[src/rtl/core/arpc_pkg.sv]
// Shared types and constants for the ARP cache and responder.
// Used by arpc_cell and arp_cache_and_responder; depends on nothing.
package arpc_pkg;

  localparam int IP_W    = 32;
  localparam int MAC_W   = 48;
  localparam int STAMP_W = 48;

  // request kinds
  localparam logic [1:0] REQ_LOOKUP = 2'd0;
  localparam logic [1:0] REQ_ARP    = 2'd1;
  localparam logic [1:0] REQ_CLEAR  = 2'd2;

  // configuration register indexes
  localparam logic CFG_LOCAL_IP  = 1'b0;
  localparam logic CFG_LOCAL_MAC = 1'b1;

  // header checks
  localparam logic [10:0] MIN_ARP_LEN  = 11'd28;
  localparam logic [15:0] HTYPE_ETH    = 16'h0001;
  localparam logic [15:0] PTYPE_IPV4   = 16'h0800;
  localparam logic [7:0]  HLEN_MAC     = 8'd6;
  localparam logic [7:0]  PLEN_IPV4    = 8'd4;
  localparam logic [15:0] OPER_REQUEST = 16'd1;

  typedef struct packed {
    logic [1:0]         req_type;
    logic [10:0]        pkt_len;
    logic [15:0]        hw_type;
    logic [15:0]        proto_type;
    logic [7:0]         hw_addr_len;
    logic [7:0]         proto_addr_len;
    logic [15:0]        operation;
    logic [MAC_W-1:0]   sender_mac;
    logic [IP_W-1:0]    sender_ip;
    logic [IP_W-1:0]    tgt_ip;
    logic [IP_W-1:0]    lookup_ip;
    logic [STAMP_W-1:0] now_ms;
  } in_req_t;

  typedef struct packed {
    logic             hit;
    logic [MAC_W-1:0] found_mac;
    logic             accepted;
    logic             send_reply;
    logic [MAC_W-1:0] reply_to_mac;
    logic [IP_W-1:0]  reply_to_ip;
  } out_res_t;

  // Search token that walks the cell row, one cell per cycle.
  typedef struct packed {
    logic               act;
    logic [IP_W-1:0]    key;
    logic               hit;
    logic [MAC_W-1:0]   mac;
    logic               free;
    logic [STAMP_W-1:0] old_stamp;
  } probe_t;

  // Broadcast update to all cells; the target index travels beside it.
  typedef struct packed {
    logic               en;
    logic               clr;
    logic [IP_W-1:0]    ip;
    logic [MAC_W-1:0]   mac;
    logic [STAMP_W-1:0] stamp;
  } wr_cmd_t;

endpackage

[src/rtl/core/arp_cache_and_responder.sv]
// ARP cache with reply offload: top level, a row of CACHE_ENTRIES arpc_cell stages.
// One request at a time: a new request is taken only once the previous one has completed,
// after its search token has walked the cell row one entry per cycle; a waiting result
// stalls the next completion.
// Reset (synchronous, rst_n low): all entries invalid and zero, local_ip zero, idle.
// Depends on arpc_pkg and arpc_cell.
module arp_cache_and_responder import arpc_pkg::*; #(
  parameter int CACHE_ENTRIES = 8
) (
  input  logic             clk,
  input  logic             rst_n,
  // request channel
  input  logic             in_valid,
  output logic             in_stall,
  input  in_req_t          in_data,
  // result channel
  output logic             out_valid,
  input  logic             out_stall,
  output out_res_t         out_data,
  // configuration writes
  input  logic             cfg_valid,
  output logic             cfg_ready,
  input  logic             cfg_index,
  input  logic [MAC_W-1:0] cfg_data
);

  localparam int IDX_W = $clog2(CACHE_ENTRIES);

  typedef enum logic [3:0] {
    ST_IDLE   = 4'b0001,
    ST_LAUNCH = 4'b0010,
    ST_SCAN   = 4'b0100,
    ST_DONE   = 4'b1000
  } state_t;

  state_t state_r, state_nxt;

  in_req_t         item_r;
  logic [IP_W-1:0] local_ip_r;

  // search row wiring: element k feeds cell k, element CACHE_ENTRIES is the tail
  probe_t           probe_w    [CACHE_ENTRIES+1];
  logic [IDX_W-1:0] hit_idx_w  [CACHE_ENTRIES+1];
  logic [IDX_W-1:0] free_idx_w [CACHE_ENTRIES+1];
  logic [IDX_W-1:0] old_idx_w  [CACHE_ENTRIES+1];

  probe_t           tail_r;
  logic [IDX_W-1:0] tail_hit_idx_r, tail_free_idx_r, tail_old_idx_r;

  wr_cmd_t          wr;
  logic [IDX_W-1:0] wr_idx;

  out_res_t out_r, res_nxt;
  logic     out_valid_r, out_valid_nxt;

  logic in_accept, can_load, finish, hdr_ok;

  // ---------------------------------------------------------------------------
  // Handshakes. Take a request only when idle; hold completion while a result
  // still waits downstream.
  // ---------------------------------------------------------------------------
  assign in_stall  = (state_r != ST_IDLE);
  assign in_accept = in_valid && !in_stall;
  assign can_load  = !out_valid_r || !out_stall;
  assign finish    = (state_r == ST_DONE) && can_load;
  assign cfg_ready = 1'b1;

  // Configuration: local_mac is not used in this block, so drop it.
  always_ff @(posedge clk) begin
    if (!rst_n) begin
      local_ip_r <= '0;
    end else if (cfg_valid && cfg_ready) begin
      unique case (cfg_index)
        CFG_LOCAL_IP:  local_ip_r <= cfg_data[IP_W-1:0];
        CFG_LOCAL_MAC: ;
        default:       ;
      endcase
    end
  end

  // ---------------------------------------------------------------------------
  // Sequencer: IDLE -> LAUNCH (inject token) -> SCAN (token walks the row)
  // -> DONE (apply cache update and load result) -> IDLE.
  // ---------------------------------------------------------------------------
  always_comb begin
    state_nxt = state_r;
    unique case (state_r)
      ST_IDLE:   if (in_accept) state_nxt = ST_LAUNCH;
      ST_LAUNCH: state_nxt = ST_SCAN;
      ST_SCAN:   if (probe_w[CACHE_ENTRIES].act) state_nxt = ST_DONE;
      ST_DONE:   if (can_load) state_nxt = ST_IDLE;
      default:   state_nxt = ST_IDLE;
    endcase
  end

  always_ff @(posedge clk) begin
    if (!rst_n) begin
      state_r <= ST_IDLE;
    end else begin
      state_r <= state_nxt;
    end
  end

  always_ff @(posedge clk) begin
    if (in_accept) begin
      item_r <= in_data;
    end
  end

  // Seed the token: lookups search lookup_ip, all other kinds search sender_ip.
  always_comb begin
    probe_w[0]           = '0;
    probe_w[0].act       = (state_r == ST_LAUNCH);
    probe_w[0].key       = (item_r.req_type == REQ_LOOKUP) ? item_r.lookup_ip
                                                            : item_r.sender_ip;
    hit_idx_w[0]         = '0;
    free_idx_w[0]        = '0;
    old_idx_w[0]         = '0;
  end

  for (genvar g = 0; g < CACHE_ENTRIES; g++) begin : g_cell
    arpc_cell #(
      .IDX_W    (IDX_W),
      .CELL_IDX (g)
    ) u_cell (
      .clk          (clk),
      .rst_n        (rst_n),
      .wr           (wr),
      .wr_idx       (wr_idx),
      .probe_in     (probe_w[g]),
      .hit_idx_in   (hit_idx_w[g]),
      .free_idx_in  (free_idx_w[g]),
      .old_idx_in   (old_idx_w[g]),
      .probe_out    (probe_w[g+1]),
      .hit_idx_out  (hit_idx_w[g+1]),
      .free_idx_out (free_idx_w[g+1]),
      .old_idx_out  (old_idx_w[g+1])
    );
  end

  // Capture the token as it leaves the last cell.
  always_ff @(posedge clk) begin
    if (probe_w[CACHE_ENTRIES].act) begin
      tail_r          <= probe_w[CACHE_ENTRIES];
      tail_hit_idx_r  <= hit_idx_w[CACHE_ENTRIES];
      tail_free_idx_r <= free_idx_w[CACHE_ENTRIES];
      tail_old_idx_r  <= old_idx_w[CACHE_ENTRIES];
    end
  end

  // ---------------------------------------------------------------------------
  // Completion: header checks, slot choice (matching entry, else first free,
  // else oldest stamp), reply decision and result fields.
  // ---------------------------------------------------------------------------
  assign hdr_ok = (item_r.pkt_len >= MIN_ARP_LEN) &&
                  (item_r.hw_type == HTYPE_ETH) &&
                  (item_r.proto_type == PTYPE_IPV4) &&
                  (item_r.hw_addr_len == HLEN_MAC) &&
                  (item_r.proto_addr_len == PLEN_IPV4);

  always_comb begin
    res_nxt  = '0;
    wr       = '0;
    wr.ip    = item_r.sender_ip;
    wr.mac   = item_r.sender_mac;
    wr.stamp = item_r.now_ms;
    wr_idx   = tail_r.hit  ? tail_hit_idx_r :
               tail_r.free ? tail_free_idx_r : tail_old_idx_r;
    unique case (item_r.req_type)
      REQ_LOOKUP: begin
        res_nxt.hit       = tail_r.hit;
        res_nxt.found_mac = tail_r.hit ? tail_r.mac : '0;
      end
      REQ_ARP: begin
        if (hdr_ok) begin
          wr.en            = finish;
          res_nxt.accepted = 1'b1;
          if (item_r.operation == OPER_REQUEST && item_r.tgt_ip == local_ip_r) begin
            res_nxt.send_reply   = 1'b1;
            res_nxt.reply_to_mac = item_r.sender_mac;
            res_nxt.reply_to_ip  = item_r.sender_ip;
          end
        end
      end
      REQ_CLEAR: begin
        wr.clr = finish;
      end
      default: ;
    endcase
  end

  // Output register: load on completion, drop once taken.
  always_comb begin
    out_valid_nxt = out_valid_r;
    if (finish) begin
      out_valid_nxt = 1'b1;
    end else if (out_valid_r && !out_stall) begin
      out_valid_nxt = 1'b0;
    end
  end

  always_ff @(posedge clk) begin
    if (!rst_n) begin
      out_valid_r <= 1'b0;
    end else begin
      out_valid_r <= out_valid_nxt;
    end
  end

  always_ff @(posedge clk) begin
    if (finish) begin
      out_r <= res_nxt;
    end
  end

  assign out_valid = out_valid_r;
  assign out_data  = out_r;

  // ---------------------------------------------------------------------------
  // Checks
  // ---------------------------------------------------------------------------
  a_tail_in_scan: assert property (@(posedge clk) disable iff (!rst_n)
    probe_w[CACHE_ENTRIES].act |-> state_r == ST_SCAN)
    else $error("search token left the row outside the scan phase");

  a_accept_launch: assert property (@(posedge clk) disable iff (!rst_n)
    in_accept |=> state_r == ST_LAUNCH)
    else $error("accepted request did not launch a search");

  a_result_from_done: assert property (@(posedge clk) disable iff (!rst_n)
    $rose(out_valid_r) |-> $past(state_r == ST_DONE))
    else $error("result raised without a completed search");

endmodule

[src/rtl/core/arpc_cell.sv]
// One cache entry of the ARP cache plus its stage of the search row.
// Depends on arpc_pkg for the probe and update types.
module arpc_cell import arpc_pkg::*; #(
  parameter int IDX_W    = 3,
  parameter int CELL_IDX = 0
) (
  input  logic             clk,
  input  logic             rst_n,
  input  wr_cmd_t          wr,
  input  logic [IDX_W-1:0] wr_idx,
  input  probe_t           probe_in,
  input  logic [IDX_W-1:0] hit_idx_in,
  input  logic [IDX_W-1:0] free_idx_in,
  input  logic [IDX_W-1:0] old_idx_in,
  output probe_t           probe_out,
  output logic [IDX_W-1:0] hit_idx_out,
  output logic [IDX_W-1:0] free_idx_out,
  output logic [IDX_W-1:0] old_idx_out
);

  localparam logic [IDX_W-1:0] MY_IDX   = IDX_W'(CELL_IDX);
  localparam bit               IS_FIRST = (CELL_IDX == 0);

  logic               valid_r;
  logic [IP_W-1:0]    ip_r;
  logic [MAC_W-1:0]   mac_r;
  logic [STAMP_W-1:0] stamp_r;

  probe_t           probe_r, probe_nxt;
  logic [IDX_W-1:0] hit_idx_r, hit_idx_nxt;
  logic [IDX_W-1:0] free_idx_r, free_idx_nxt;
  logic [IDX_W-1:0] old_idx_r, old_idx_nxt;

  always_ff @(posedge clk) begin
    if (!rst_n) begin
      valid_r <= 1'b0;
      ip_r    <= '0;
      mac_r   <= '0;
      stamp_r <= '0;
    end else if (wr.clr) begin
      valid_r <= 1'b0;
    end else if (wr.en && wr_idx == MY_IDX) begin
      valid_r <= 1'b1;
      ip_r    <= wr.ip;
      mac_r   <= wr.mac;
      stamp_r <= wr.stamp;
    end
  end

  always_comb begin
    probe_nxt    = probe_in;
    hit_idx_nxt  = hit_idx_in;
    free_idx_nxt = free_idx_in;
    old_idx_nxt  = old_idx_in;
    if (probe_in.act) begin
      // first matching entry wins
      if (!probe_in.hit && valid_r && ip_r == probe_in.key) begin
        probe_nxt.hit = 1'b1;
        probe_nxt.mac = mac_r;
        hit_idx_nxt   = MY_IDX;
      end
      if (!probe_in.free && !valid_r) begin
        probe_nxt.free = 1'b1;
        free_idx_nxt   = MY_IDX;
      end
      // strict compare keeps the lowest index on ties
      if (IS_FIRST || stamp_r < probe_in.old_stamp) begin
        probe_nxt.old_stamp = stamp_r;
        old_idx_nxt         = MY_IDX;
      end
    end
  end

  always_ff @(posedge clk) begin
    if (!rst_n) begin
      probe_r <= '0;
    end else begin
      probe_r <= probe_nxt;
    end
    hit_idx_r  <= hit_idx_nxt;
    free_idx_r <= free_idx_nxt;
    old_idx_r  <= old_idx_nxt;
  end

  assign probe_out    = probe_r;
  assign hit_idx_out  = hit_idx_r;
  assign free_idx_out = free_idx_r;
  assign old_idx_out  = old_idx_r;

endmodule

[config.mk]
export PLATFORM = sky130hd
export DESIGN_NAME = arp_cache_and_responder
export DESIGN_NICKNAME = d
export VERILOG_FILES = /design/src/rtl/core/arpc_pkg.sv /design/src/rtl/core/arp_cache_and_responder.sv /design/src/rtl/core/arpc_cell.sv
export SDC_FILE = /design/constraint.sdc
export NUM_CORES = 2
export LEC_CHECK = 0
export BUFFER_PORTS_ARGS = -buffer_cell sky130_fd_sc_hd__clkbuf_2
export CAP_MARGIN = 20
export CORE_MARGIN = 2
export CORE_UTILIZATION = 55
export DETAILED_ROUTE_END_ITERATION = 8
export PLACE_DENSITY = 0.75
export REMOVE_ABC_BUFFERS = 1
export SYNTH_ARGS = -nofsm -noshare
export SYNTH_HDL_FRONTEND = slang
export SYNTH_SLANG_ARGS = --single-unit
[constraint.sdc]
create_clock -name clk -period 9.4 [get_ports clk]
set_input_delay 0.47 -clock clk [delete_from_list [all_inputs] [get_ports clk]]
set_output_delay 0.47 -clock clk [all_outputs]
set_load 0.01 [all_outputs]
==> flow_metrics.env <==
export IMPL_synth_top_cell_area_share=0.417
export IMPL_cellPowerDensity_mw_per_mm2=201
export IMPL_grt_max_degree=227
export IMPL_synth_edf_count=457
export IMPL_maxCapViolCount=0
export IMPL_setup_worst_path_start_class="register"
export IMPL_synthArstFlopShare=0
export IMPL_peakVddDrop_uv=238
export IMPL_wl_met3_mm=20.3
export IMPL_dr_pass1_iters=7
export IMPL_root_buffer="clkbuf_16"
export IMPL_rrSetupSlack_ps=3540
export IMPL_clk_pin_slew_ps=70
export IMPL_clock_fmax_ghz=0.171
export IMPL_totalWireLength_mm=274
export IMPL_synth_seq_area_share=0.554
export IMPL_cts_max_level=5
export IMPL_ctsHoldBuffers=300
export IMPL_place_gp_congestion=0.901
export IMPL_design_final_nets=11631
export IMPL_layoutNonFillerInstCount=13563
export IMPL_cp_endpoint="g_cell[4].u_cell.mac_r[47]$_SDFFE_PN0P_"
export IMPL_wl_met2_mm=129
export IMPL_worst_slew_pin_slew_ps=1150
export IMPL_critPathLaunch="item_r[213]$_DFFE_PP_"
export IMPL_ys_flop_type="dfxtp_1"
export IMPL_drc_errors=0
export IMPL_cts_setup_buffers=0
export IMPL_hp_class="in2reg"
export IMPL_layout_commonest_cell="nand2_1"
export IMPL_num_rows=156
export IMPL_rsz0062_at_grt="no"
export IMPL_area_growth_pct=15.0
export IMPL_drive_gt1_frac=0.0931
export IMPL_top_layer="met5"
export IMPL_place_hpwl_mm=167
export IMPL_numClockSinks=2545
export IMPL_ant_nets=0
export IMPL_post_route_period_util=0.624
export IMPL_clock_path_buffers=4
export IMPL_syn_area_mm2=0.100
export IMPL_tns_ps=0
export IMPL_syn_avg_cell_area_um2=9.38
export IMPL_numCtsBuffers=277
export IMPL_io_buffers=437
export IMPL_min_from="in_data[252]"
export IMPL_hold_viol_final=0
export IMPL_grt_total_usage=0.286
export IMPL_cp_required_ps=10130
export IMPL_die_area_mm2=0.186
export IMPL_hold_ws_ps=122
export IMPL_vias=77231
export IMPL_critPathCaptureType="register"
export IMPL_chipWidth_um=431
export IMPL_grt_pass1_wl_mm=422
export IMPL_dieHeight_um=431
export IMPL_power_leakage_nw=41.6
export IMPL_drv_slew=0
export IMPL_dp_cells=12764
export IMPL_crit_type="reg2reg"
export IMPL_grt_pass1_vias=75044
export IMPL_layout_common_cells="nand2_1 (2613), dfxtp_1 (2087), a21oi_1 (1163), mux2i_1 (515), nor2_1 (481)"
export IMPL_antenna_found_initial=14
export IMPL_ios=457
export IMPL_cts_tree="yes"
export IMPL_ys_ff_latch=2545
export IMPL_initial_core_util=0.554
export IMPL_synthCells=10677
export IMPL_fin_skew_ps=62.1
export IMPL_rr_worst_depth=9
export IMPL_met1_length_mm=110
export IMPL_drt_iter0_drc=7057
export IMPL_post_cts_resized=0
export IMPL_insertion_delay_ps=930
export IMPL_synth_area_top_cells="dfxtp_1 (42%), edfxtp_1 (14%), nand2_1 (9.8%), a21oi_1 (5.8%), mux2i_1 (5.1%)"
export IMPL_r2r_end="g_cell[4].u_cell.mac_r[47]$_SDFFE_PN0P_"
export IMPL_via_per_inst=5.69
export IMPL_period_needed_ps=5860
export IMPL_wl_per_cell_um=20.2
export IMPL_crit_arrival_ps=6590
export IMPL_yosysTopAreaCell="dfxtp_1"
export IMPL_relSlewSlack=0.234
export IMPL_core_area_mm2=0.181
export IMPL_ys_warn_count=0
export IMPL_finalSetupViolCount=0
export IMPL_path_max_fanout=70
export IMPL_overflow=0
export IMPL_synth_cell_type_count=64
export IMPL_outcome="finished, final reports clean"
export IMPL_timing_rr_start="item_r[213]$_DFFE_PP_"
## registers in the layout (all words and copies together) (netlist names), 8 cells and up
name and cells:
g_cell.u_cell.ip_r 256, tail_r 50, g_cell.u_cell.free_idx_out 17, out_data 131, item_r 267, g_cell.u_cell.hit_idx_out 17
g_cell.u_cell.probe_out 968, local_ip_r 32, g_cell.u_cell.valid_r 8, g_cell.u_cell.mac_r 384, g_cell.u_cell.stamp_r 384, g_cell.u_cell.old_idx_out 17
## critical path, cell delays in order (launching register included)
cell      delay, ps
edfxtp_1        400
nor4_2          280
buf_4           280
nand4_1         800
nor4b_2        1060
and3_1          780
nand3_4         900
buf_4           750
nand2_1         230
a21oi_1          90
## final cells by class
class	count	area [µm²]
sequential	2545	55500
multi-input combinational	6953	40200
antenna	17	42.5
clock inverter	85	926
tap	2370	2970
inverter	347	1310
fill	13844	65700
clock buffer	391	8100
timing repair buffer	855	6200
## metrics by stage
step / setup slack, ps / util / total power [mW] / cell area, µm²
floorplan: -14390 / - / 12.0 / 96600
global placement: 3710 / 0.569 / 12.4 / 103000
detailed placement: 3730 / 0.570 / 12.4 / 103000
CTS: 3660 / 0.636 / 23.2 / 115000
global route: 3660 / 0.637 / 23.8 / 115000
finish: 3540 / 0.637 / 23.1 / 115000
## synthesized netlist by cell type (48+ instances only)
cell and n:
nand2_1 2614, dfxtp_1 2088, a21oi_1 1166, clkbuf_1 603, mux2i_1 515, nor2_1 491, edfxtp_1 457, and2_1 378
inv_1 347, ha_1 329, nand4_1 251, xnor2_1 188, buf_2 158, o2111ai_1 145, xor2_1 100, or3_1 98
a21o_1 83, nand3_1 80, or4_1 59, buf_4 56, nor4_1 55, and3_1 54, a41oi_1 52, o311ai_0 48
## layer usage
layer  up-vias  global-route usage
met5         -                   0
met4         2               0.149
met3       626              0.0453
met2      3061               0.470
met1     37082               0.365
li1      36460                   -
## logic make-up (layout without fill, tap and decap cells)
family,count (synthesis),in the layout,share of synthesized area
other cells,1,18,0.0000374
buf+inv,1179,1678,0.0484
xor+xnor,288,288,0.0252
fa+ha+maj,329,329,0.0411
compound gates,1606,1606,0.0937
mux,515,515,0.0514
simple gates,4214,4214,0.186
flops,2545,2545,0.554
## worst min path at each step
stage / endpoint / slack, ps / cells past startpoint
finish: item_r[252]$_DFFE_PP_ / 120 / 1
global route: item_r[252]$_DFFE_PP_ / 40 / 1
CTS: item_r[252]$_DFFE_PP_ / 20 / 1
detailed placement: tail_r[56]$_DFFE_PP_ / 390 / 0
global placement: tail_hit_idx_r[0]$_DFFE_PP_ / 390 / 0
floorplan: tail_free_idx_r[0]$_DFFE_PP_ / 390 / 0
## where the power goes
group / leakage [nW] / internal (mW) / total (mW) / switching, mW
Sequential: 21.3 / 11.3 / 11.6 / 0.299
Clock: 4.46 / 6.49 / 10.8 / 4.32
Combinational: 15.8 / 0.253 / 0.726 / 0.472
No activity file was read; power rests on OpenSTA's default activity.
